File: config.mk
export PLATFORM = sky130hd
export DESIGN_NAME = double_ended_queue_core
export DESIGN_NICKNAME = d
export VERILOG_FILES = /design/src/rtl/core/deq_pkg.sv /design/src/rtl/core/double_ended_queue_core.sv /design/src/rtl/core/deq_cell.sv /design/src/rtl/core/deq_chain.sv
export SDC_FILE = /design/constraint.sdc
export NUM_CORES = 1
export LEC_CHECK = 0
export BUFFER_PORTS_ARGS = -buffer_cell sky130_fd_sc_hd__buf_2
export CORE_MARGIN = 1
export CORE_UTILIZATION = 43
export DETAILED_ROUTE_END_ITERATION = 10
export HOLD_SLACK_MARGIN = 0.03
export PLACE_DENSITY = 0.56
export SLEW_MARGIN = 10
export SYNTH_ARGS = -nofsm -noshare
export SYNTH_HDL_FRONTEND = slang
export SYNTH_SLANG_ARGS = --single-unit
File: constraint.sdc
create_clock -name i_clk -period 9.45 [get_ports i_clk]
set_input_delay 0.4725 -clock i_clk [delete_from_list [all_inputs] [get_ports i_clk]]
set_output_delay 0.4725 -clock i_clk [all_outputs]
set_load 0.005 [all_outputs]
File: src/rtl/core/deq_pkg.sv
`default_nettype none

package deq_pkg;

    // default number of stored values
    localparam int unsigned DEPTH_DEFAULT = 16;

    localparam int unsigned VALUE_W  = 32;
    localparam int unsigned OP_W     = 2;
    localparam int unsigned STATUS_W = 2;
    localparam int unsigned OCC_W    = 5;

    typedef enum logic [OP_W-1:0] {
        OP_PUSH_FRONT = 2'd0,
        OP_PUSH_REAR  = 2'd1,
        OP_POP_FRONT  = 2'd2,
        OP_POP_REAR   = 2'd3
    } t_op;

    typedef enum logic [STATUS_W-1:0] {
        ST_DONE  = 2'd0,
        ST_EMPTY = 2'd1,
        ST_FULL  = 2'd2
    } t_status;

    // per-chain move command, shared by every cell of the chain
    typedef struct packed {
        logic shift_in;    // insert at cell 0, every cell takes its left neighbor
        logic shift_out;   // drop cell 0, every cell takes its right neighbor
        logic write_tail;  // write the value into the cell just past the last entry
    } t_cell_ctl;

endpackage

`default_nettype wire

File: src/rtl/core/double_ended_queue_core.sv
// Double-ended queue of signed 32-bit values, DEPTH entries.
//
// Input channel (s_axis): tuser carries the operation (push front, push rear,
// pop front, pop rear), tdata carries the value to push (ignored for pops).
// Output channel (m_axis): one result transfer per input transfer, in order.
// tdata carries the popped value and the occupancy after the operation,
// tuser the status: done, pop on empty queue, push on full queue. A failed
// operation leaves the queue untouched and returns a zero value.
//
// Storage is two rows of cells holding the same entries in opposite order:
// the front row keeps the front entry in its cell 0, the rear row keeps the
// rear entry in its cell 0. A push at one end shifts that end's row by one
// cell and writes the other row just past its last entry; a pop shifts one
// row and trims the other through the count. Every operation is one move of
// the rows, so the block takes one transfer every cycle unless m_axis stalls.
//
// The result is registered and appears on m_axis in the cycle after the
// input transfer. When the receiver stalls, the result register holds and
// s_axis tready drops until it is taken. Reset empties the queue and the
// result register.
`default_nettype none

module double_ended_queue_core #(
    parameter int unsigned DEPTH = deq_pkg::DEPTH_DEFAULT
) (
    input  wire logic        i_clk,
    input  wire logic        i_rst_n,
    // input item
    input  wire logic        i_s_axis_tvalid,
    output logic             o_s_axis_tready,
    input  wire logic [31:0] i_s_axis_tdata,   // [31:0] value
    input  wire logic [1:0]  i_s_axis_tuser,   // [1:0] op
    // result item
    output logic             o_m_axis_tvalid,
    input  wire logic        i_m_axis_tready,
    output logic [39:0]      o_m_axis_tdata,   // [31:0] popped_value, [36:32] occupancy
    output logic [1:0]       o_m_axis_tuser    // [1:0] status
);

    localparam int unsigned CW = $clog2(DEPTH + 1);
    localparam int unsigned VW = deq_pkg::VALUE_W;

    // entry count
    logic [CW-1:0]     r_count;
    logic [CW-1:0]     n_count;

    // result register
    logic              r_out_valid;
    logic              n_out_valid;
    logic [VW-1:0]     r_popped;
    logic [VW-1:0]     n_popped;
    deq_pkg::t_status  r_status;
    deq_pkg::t_status  n_status;
    logic [deq_pkg::OCC_W-1:0] r_occ;
    logic [deq_pkg::OCC_W-1:0] n_occ;

    logic              w_accept;
    deq_pkg::t_op      w_op;
    logic              w_full;
    logic              w_empty;
    logic              w_ok;
    logic [CW+deq_pkg::OCC_W-1:0] w_occ_ext;
    logic [VW-1:0]     w_front_head;
    logic [VW-1:0]     w_rear_head;
    deq_pkg::t_cell_ctl w_front_ctl;
    deq_pkg::t_cell_ctl w_rear_ctl;

    // take a new item whenever the result register is empty or being drained
    assign o_s_axis_tready = !r_out_valid || i_m_axis_tready;
    assign w_accept        = i_s_axis_tvalid && o_s_axis_tready;

    assign w_op    = deq_pkg::t_op'(i_s_axis_tuser);
    assign w_full  = (r_count == CW'(DEPTH));
    assign w_empty = (r_count == '0);

    // decode the operation into row moves and the result
    always_comb begin
        w_ok        = 1'b0;
        n_popped    = '0;
        n_status    = deq_pkg::ST_DONE;
        w_front_ctl = '0;
        w_rear_ctl  = '0;
        unique case (w_op)
            deq_pkg::OP_PUSH_FRONT: begin
                w_ok                   = !w_full;
                n_status               = w_full ? deq_pkg::ST_FULL : deq_pkg::ST_DONE;
                w_front_ctl.shift_in   = w_accept && !w_full;
                w_rear_ctl.write_tail  = w_accept && !w_full;
            end
            deq_pkg::OP_PUSH_REAR: begin
                w_ok                   = !w_full;
                n_status               = w_full ? deq_pkg::ST_FULL : deq_pkg::ST_DONE;
                w_rear_ctl.shift_in    = w_accept && !w_full;
                w_front_ctl.write_tail = w_accept && !w_full;
            end
            deq_pkg::OP_POP_FRONT: begin
                w_ok                   = !w_empty;
                n_status               = w_empty ? deq_pkg::ST_EMPTY : deq_pkg::ST_DONE;
                n_popped               = w_empty ? '0 : w_front_head;
                w_front_ctl.shift_out  = w_accept && !w_empty;
            end
            deq_pkg::OP_POP_REAR: begin
                w_ok                   = !w_empty;
                n_status               = w_empty ? deq_pkg::ST_EMPTY : deq_pkg::ST_DONE;
                n_popped               = w_empty ? '0 : w_rear_head;
                w_rear_ctl.shift_out   = w_accept && !w_empty;
            end
            default: begin
                w_ok = 1'b0;
            end
        endcase
    end

    // advance the count on a successful operation
    always_comb begin
        n_count = r_count;
        if (w_accept && w_ok) begin
            if ((w_op == deq_pkg::OP_PUSH_FRONT) || (w_op == deq_pkg::OP_PUSH_REAR)) begin
                n_count = r_count + 1'b1;
            end else begin
                n_count = r_count - 1'b1;
            end
        end
    end

    // occupancy is reported masked to the field width
    assign w_occ_ext = {{deq_pkg::OCC_W{1'b0}}, n_count};
    assign n_occ     = w_occ_ext[deq_pkg::OCC_W-1:0];

    always_comb begin
        n_out_valid = r_out_valid;
        if (w_accept) begin
            n_out_valid = 1'b1;
        end else if (i_m_axis_tready) begin
            n_out_valid = 1'b0;
        end
    end

    always_ff @(posedge i_clk) begin
        if (!i_rst_n) begin
            r_count     <= '0;
            r_out_valid <= 1'b0;
        end else begin
            r_count     <= n_count;
            r_out_valid <= n_out_valid;
        end
    end

    // hold the result payload until the next accepted item
    always_ff @(posedge i_clk) begin
        if (w_accept) begin
            r_popped <= n_popped;
            r_status <= n_status;
            r_occ    <= n_occ;
        end
    end

    // front row: front entry in cell 0
    deq_chain #(
        .DEPTH (DEPTH),
        .CW    (CW)
    ) u_front (
        .i_clk   (i_clk),
        .i_ctl   (w_front_ctl),
        .i_count (r_count),
        .i_value (i_s_axis_tdata),
        .o_head  (w_front_head)
    );

    // rear row: rear entry in cell 0
    deq_chain #(
        .DEPTH (DEPTH),
        .CW    (CW)
    ) u_rear (
        .i_clk   (i_clk),
        .i_ctl   (w_rear_ctl),
        .i_count (r_count),
        .i_value (i_s_axis_tdata),
        .o_head  (w_rear_head)
    );

    assign o_m_axis_tvalid = r_out_valid;
    assign o_m_axis_tdata  = {3'b000, r_occ, r_popped};
    assign o_m_axis_tuser  = r_status;

    // ---------------------------------------------------------------------
    // assertions
    // ---------------------------------------------------------------------
    a_count_bound: assert property (@(posedge i_clk) disable iff (!i_rst_n)
        r_count <= CW'(DEPTH))
        else $error("entry count beyond depth");

    a_full_hold: assert property (@(posedge i_clk) disable iff (!i_rst_n)
        (w_accept && w_full &&
         ((w_op == deq_pkg::OP_PUSH_FRONT) || (w_op == deq_pkg::OP_PUSH_REAR)))
        |=> (r_count == $past(r_count)) && (r_status == deq_pkg::ST_FULL))
        else $error("push on full queue changed the count");

    a_push_inc: assert property (@(posedge i_clk) disable iff (!i_rst_n)
        (w_accept && !w_full &&
         ((w_op == deq_pkg::OP_PUSH_FRONT) || (w_op == deq_pkg::OP_PUSH_REAR)))
        |=> r_count == CW'($past(r_count) + 1'b1))
        else $error("push did not advance the count");

    a_err_zero: assert property (@(posedge i_clk) disable iff (!i_rst_n)
        (r_out_valid && (r_status != deq_pkg::ST_DONE)) |-> (r_popped == '0))
        else $error("failed operation returned a nonzero value");

endmodule

`default_nettype wire

File: src/rtl/core/deq_cell.sv
`default_nettype none

module deq_cell #(
    parameter int unsigned DEPTH = deq_pkg::DEPTH_DEFAULT,
    parameter int unsigned IDX   = 0,
    parameter int unsigned CW    = $clog2(DEPTH + 1)
) (
    input  wire logic                         i_clk,
    input  wire deq_pkg::t_cell_ctl           i_ctl,
    input  wire logic [CW-1:0]                i_count,
    input  wire logic [deq_pkg::VALUE_W-1:0]  i_value,
    input  wire logic [deq_pkg::VALUE_W-1:0]  i_left,
    input  wire logic [deq_pkg::VALUE_W-1:0]  i_right,
    output logic      [deq_pkg::VALUE_W-1:0]  o_data
);

    logic [deq_pkg::VALUE_W-1:0] r_data;
    logic [deq_pkg::VALUE_W-1:0] n_data;

    always_comb begin
        n_data = r_data;
        if (i_ctl.shift_in) begin
            n_data = i_left;
        end else if (i_ctl.shift_out) begin
            n_data = i_right;
        end else if (i_ctl.write_tail && (i_count == CW'(IDX))) begin
            n_data = i_value;
        end
    end

    // payload only, no reset
    always_ff @(posedge i_clk) begin
        r_data <= n_data;
    end

    assign o_data = r_data;

endmodule

`default_nettype wire

File: src/rtl/core/deq_chain.sv
`default_nettype none

module deq_chain #(
    parameter int unsigned DEPTH = deq_pkg::DEPTH_DEFAULT,
    parameter int unsigned CW    = $clog2(DEPTH + 1)
) (
    input  wire logic                         i_clk,
    input  wire deq_pkg::t_cell_ctl           i_ctl,
    input  wire logic [CW-1:0]                i_count,
    input  wire logic [deq_pkg::VALUE_W-1:0]  i_value,
    output logic      [deq_pkg::VALUE_W-1:0]  o_head
);

    logic [deq_pkg::VALUE_W-1:0] w_cell [DEPTH];

    for (genvar g = 0; g < DEPTH; g++) begin : g_cell
        logic [deq_pkg::VALUE_W-1:0] w_left;
        logic [deq_pkg::VALUE_W-1:0] w_right;

        if (g == 0) begin : g_first
            assign w_left = i_value;
        end else begin : g_mid_l
            assign w_left = w_cell[g-1];
        end

        if (g == DEPTH - 1) begin : g_last
            assign w_right = '0;
        end else begin : g_mid_r
            assign w_right = w_cell[g+1];
        end

        deq_cell #(
            .DEPTH (DEPTH),
            .IDX   (g),
            .CW    (CW)
        ) u_cell (
            .i_clk   (i_clk),
            .i_ctl   (i_ctl),
            .i_count (i_count),
            .i_value (i_value),
            .i_left  (w_left),
            .i_right (w_right),
            .o_data  (w_cell[g])
        );
    end

    assign o_head = w_cell[0];

endmodule

`default_nettype wire
==> reports/qor.txt <==
status -> finished clean
CP dominant cell by count -> buf_4
Post-synth EDFFs -> 1063
M2 GR Usage -> 0.3167
leak pwr -> 0.01674 uW
DR WL/cell -> 28.78 microns
H-tree depth -> 3
Setup crit end kind -> flop
Worst EP arrival -> 5060 ps
Syn Area/Cell -> 16.88 sq um
met3 usage -> 0.03728
# rows -> 118
prevailing post-synth register cell -> edfxtp_1
routability cong. -> 0.8058
CP required -> 9990 ps
CTS max path bufs -> 3
Detailed Routing Iterations Pass 1 -> 8
startpoint types -> input port
layout cells sized above 1 -> 0.1464
filler-free cell count of the finished design -> 4068
unrepaired setup endpoints after global routing -> no
Reg clk slew, reported paths -> 60 ps
commonest non-fill, non-tap cell in the layout -> edfxtp_1
Die Y -> 326.8 microns
layout net count -> 2638
Filler cells -> 8577
Fin Setup TNS -> 0 ps
clock tree sinks -> 1069
Global Route met1 Usage -> 0.3217
DRC violations left -> 0
area growth from synthesis to layout -> 11.02%
Fmax -> 0.2213 GHz
cell area after synthesis -> 45350 sq um
critical-path cell list -> buf_4 > inv_1 > nand3_1 > nor2_4 > buf_12 > buf_4 > a221o_1
Worst IR Drop VDD -> 0.1562 mV
Routed Antenna Nets -> 0
die area -> 106800 sq um
number of global-route vias before repair -> 26190
core area -> 104100 sq um
Max-cap violations -> 0
gr busiest metal -> met1
Clk Latency, worst-skew pair -> 690 ps
Final Skew -> 22.55 ps
relative slew slack -> 0.1438
TritonCTS clock tree -> yes
crit path max-delay cell type -> buf_4
power per cell area -> 247.5 nW/um^2
first-pass GRT wire length -> 174200 microns
DRT iter0 DRCs -> 3854
slowest stage delay, CP -> 1000 ps
final worst-path cycle share -> 0.4782
most frequent cells in the layout -> edfxtp_1, a221o_1, clkbuf_16, buf_2, a21o_1
Num CTS Buffers -> 111
Mapped Cells -> 2686
total number of vias -> 27990
GRT Resource Usage Total -> 0.2128
CP max FO -> 267
die width -> 326.8 microns
minimum clock period -> 4519 ps
PortBufs -> 78
final wirelength -> 117100 microns
Detail Placement HPWL -> 61390 microns
total grt overflow -> 0
Post-synth ARST share -> 0
initial antenna violation count -> 5
final setup vio count -> 0
Clock Tree Root -> clkbuf_16
final hold violations -> 0
vias per cell -> 6.879
slew of the pin with the lowest slew margin -> 1284 ps
hold crit path type -> in2reg
WS Path Type -> in2reg
cell total after placement -> 3860
largest net degree at the start of global routing -> 268
Slew Viols, Final -> 0
Initial Util -> 0.4357
warnings from Yosys -> 0
Yosys cell types -> 43
IO Pins -> 82
number of synthesized register bits -> 1069
sequential fraction of the synthesis area -> 0.7065
==> layer usage <==
layer  wire (microns)  vias to the layer above  part of all wire
met4             2341                        0             0.020
met3             9063                      166             0.077
met5                0                        -                 0
met2            52500                     1472              0.45
li1                 -                    11690                 -
met1            53190                    14660              0.45
==> layout make-up <==
| type | count | area, sq um | area share |
|---|---|---|---|
| Sequential cell | 1069 | 32040 | 0.6364 |
| Multi-Input combinational cell | 1275 | 12100 | 0.2403 |
| Clock buffer | 145 | 3020 | 0.05999 |
| Tap cell | 1380 | 1727 | 0.03430 |
| Timing Repair Buffer | 129 | 828.3 | 0.01645 |
| Clock inverter | 59 | 596.8 | 0.01185 |
| Inverter | 8 | 30.03 | 0.0005964 |
| Antenna cell | 3 | 7.507 | 0.0001491 |
==> critical path, delay by kind of cell <==
family	cells	cell delay, ps
AOI/OAI and AO/OA	1	300
and+or+nand+nor	2	1060
buffers and inverters	4	2870
==> metrics by stage <==
stage	hold slack [ps]	total power, uW	util	instance area [sq um]	worst slack [ps]
final	223.3	12460	0.4837	50350	4931
after global routing	200.1	12890	0.4836	50340	4626
after CTS	170.1	12540	0.4836	50340	5049
after detailed placement	534.5	8113	0.4488	46710	4334
after global placement	530.3	8040	0.4488	46710	4538
after floorplan	496.8	7447	-	45360	5799
==> state kept, by name, summed over array words and instances, names as in the netlist <==
| name | flops |
|---|---|
| r_count | 5 |
| r_occ | 5 |
| r_popped | 32 |
| o_m_axis_tuser | 2 |
| u_front.g_cell.u_cell.o_data | 512 |
| u_rear.g_cell.u_cell.o_data | 512 |
| o_m_axis_tvalid | 1 |
==> kinds of logic after synthesis <==
logic type,count (synthesis),synth area share
other,1,0.00008269
DFF,1069,0.7065
and+or+nand+nor,158,0.01796
buffers and inverters,344,0.03441
adders and majority gates,6,0.001655
muxes,99,0.02362
AOI/OAI and AO/OA,1003,0.2146
xor gates and xnor gates,6,0.001159
==> synthesized netlist by cell type (2+ instances only) <==
cell | count | area, sq um
and2_1 | 34 | 212.7
dfxtp_1 | 6 | 120.1
edfxtp_1 | 1063 | 31920
nor3_1 | 3 | 15.01
a21o_1 | 66 | 495.5
a221o_1 | 896 | 8969
xnor2_1 | 2 | 17.52
nor2b_1 | 33 | 206.5
ha_1 | 6 | 75.07
buf_1 | 6 | 22.52
mux2i_1 | 35 | 350.3
inv_1 | 8 | 30.03
clkbuf_2 | 3 | 15.01
mux2_2 | 64 | 720.7
nand3_1 | 4 | 20.02
and3_1 | 2 | 12.51
a21oi_1 | 29 | 145.1
nor2_1 | 56 | 210.2
a22oi_1 | 2 | 15.01
nand2_1 | 15 | 56.30
buf_2 | 98 | 490.5
a31oi_1 | 2 | 12.51
buf_4 | 34 | 255.2
clkbuf_1 | 193 | 724.4
nand2b_1 | 4 | 25.02
buf_6 | 2 | 22.52
xor2_1 | 4 | 35.03
==> path summary, 6_finish.rpt <==
| path | startpoint | end | slack, ps | cells past startpoint |
|---|---|---|---|---|
| worst max-delay path | i_s_axis_tuser[0] | u_front.g_cell[6].u_cell.o_data[19] | 4930 | 7 |
| worst min-delay path | i_s_axis_tvalid | o_m_axis_tvalid | 220 | 3 |
| worst max register to register | r_count[0] | u_front.g_cell[6].u_cell.o_data[19] | 5070 | 8 |
| worst min register to register | u_rear.g_cell[14].u_cell.o_data[1] | u_rear.g_cell[15].u_cell.o_data[1] | 550 | 1 |
==> power by group <==
| group | total [uW] | switching [uW] | internal [uW] |
|---|---|---|---|
| sequential | 6350 | 328 | 6020 |
| clock | 4400 | 1860 | 2540 |
| combinational | 1710 | 1110 | 600 |
| total | 12500 | 3300 | 9160 |
==> repair_timing <==
| action | 4_1_cts | 5_1_grt |
|---|---|---|
| buffers inserted | 0 | 0 |
| hold buffers | 1 | 0 |
| hold endpoints to repair | 2 | 0 |
| gates resized for setup | 0 | 0 |
No activity file was read; power rests on OpenSTA's default activity.
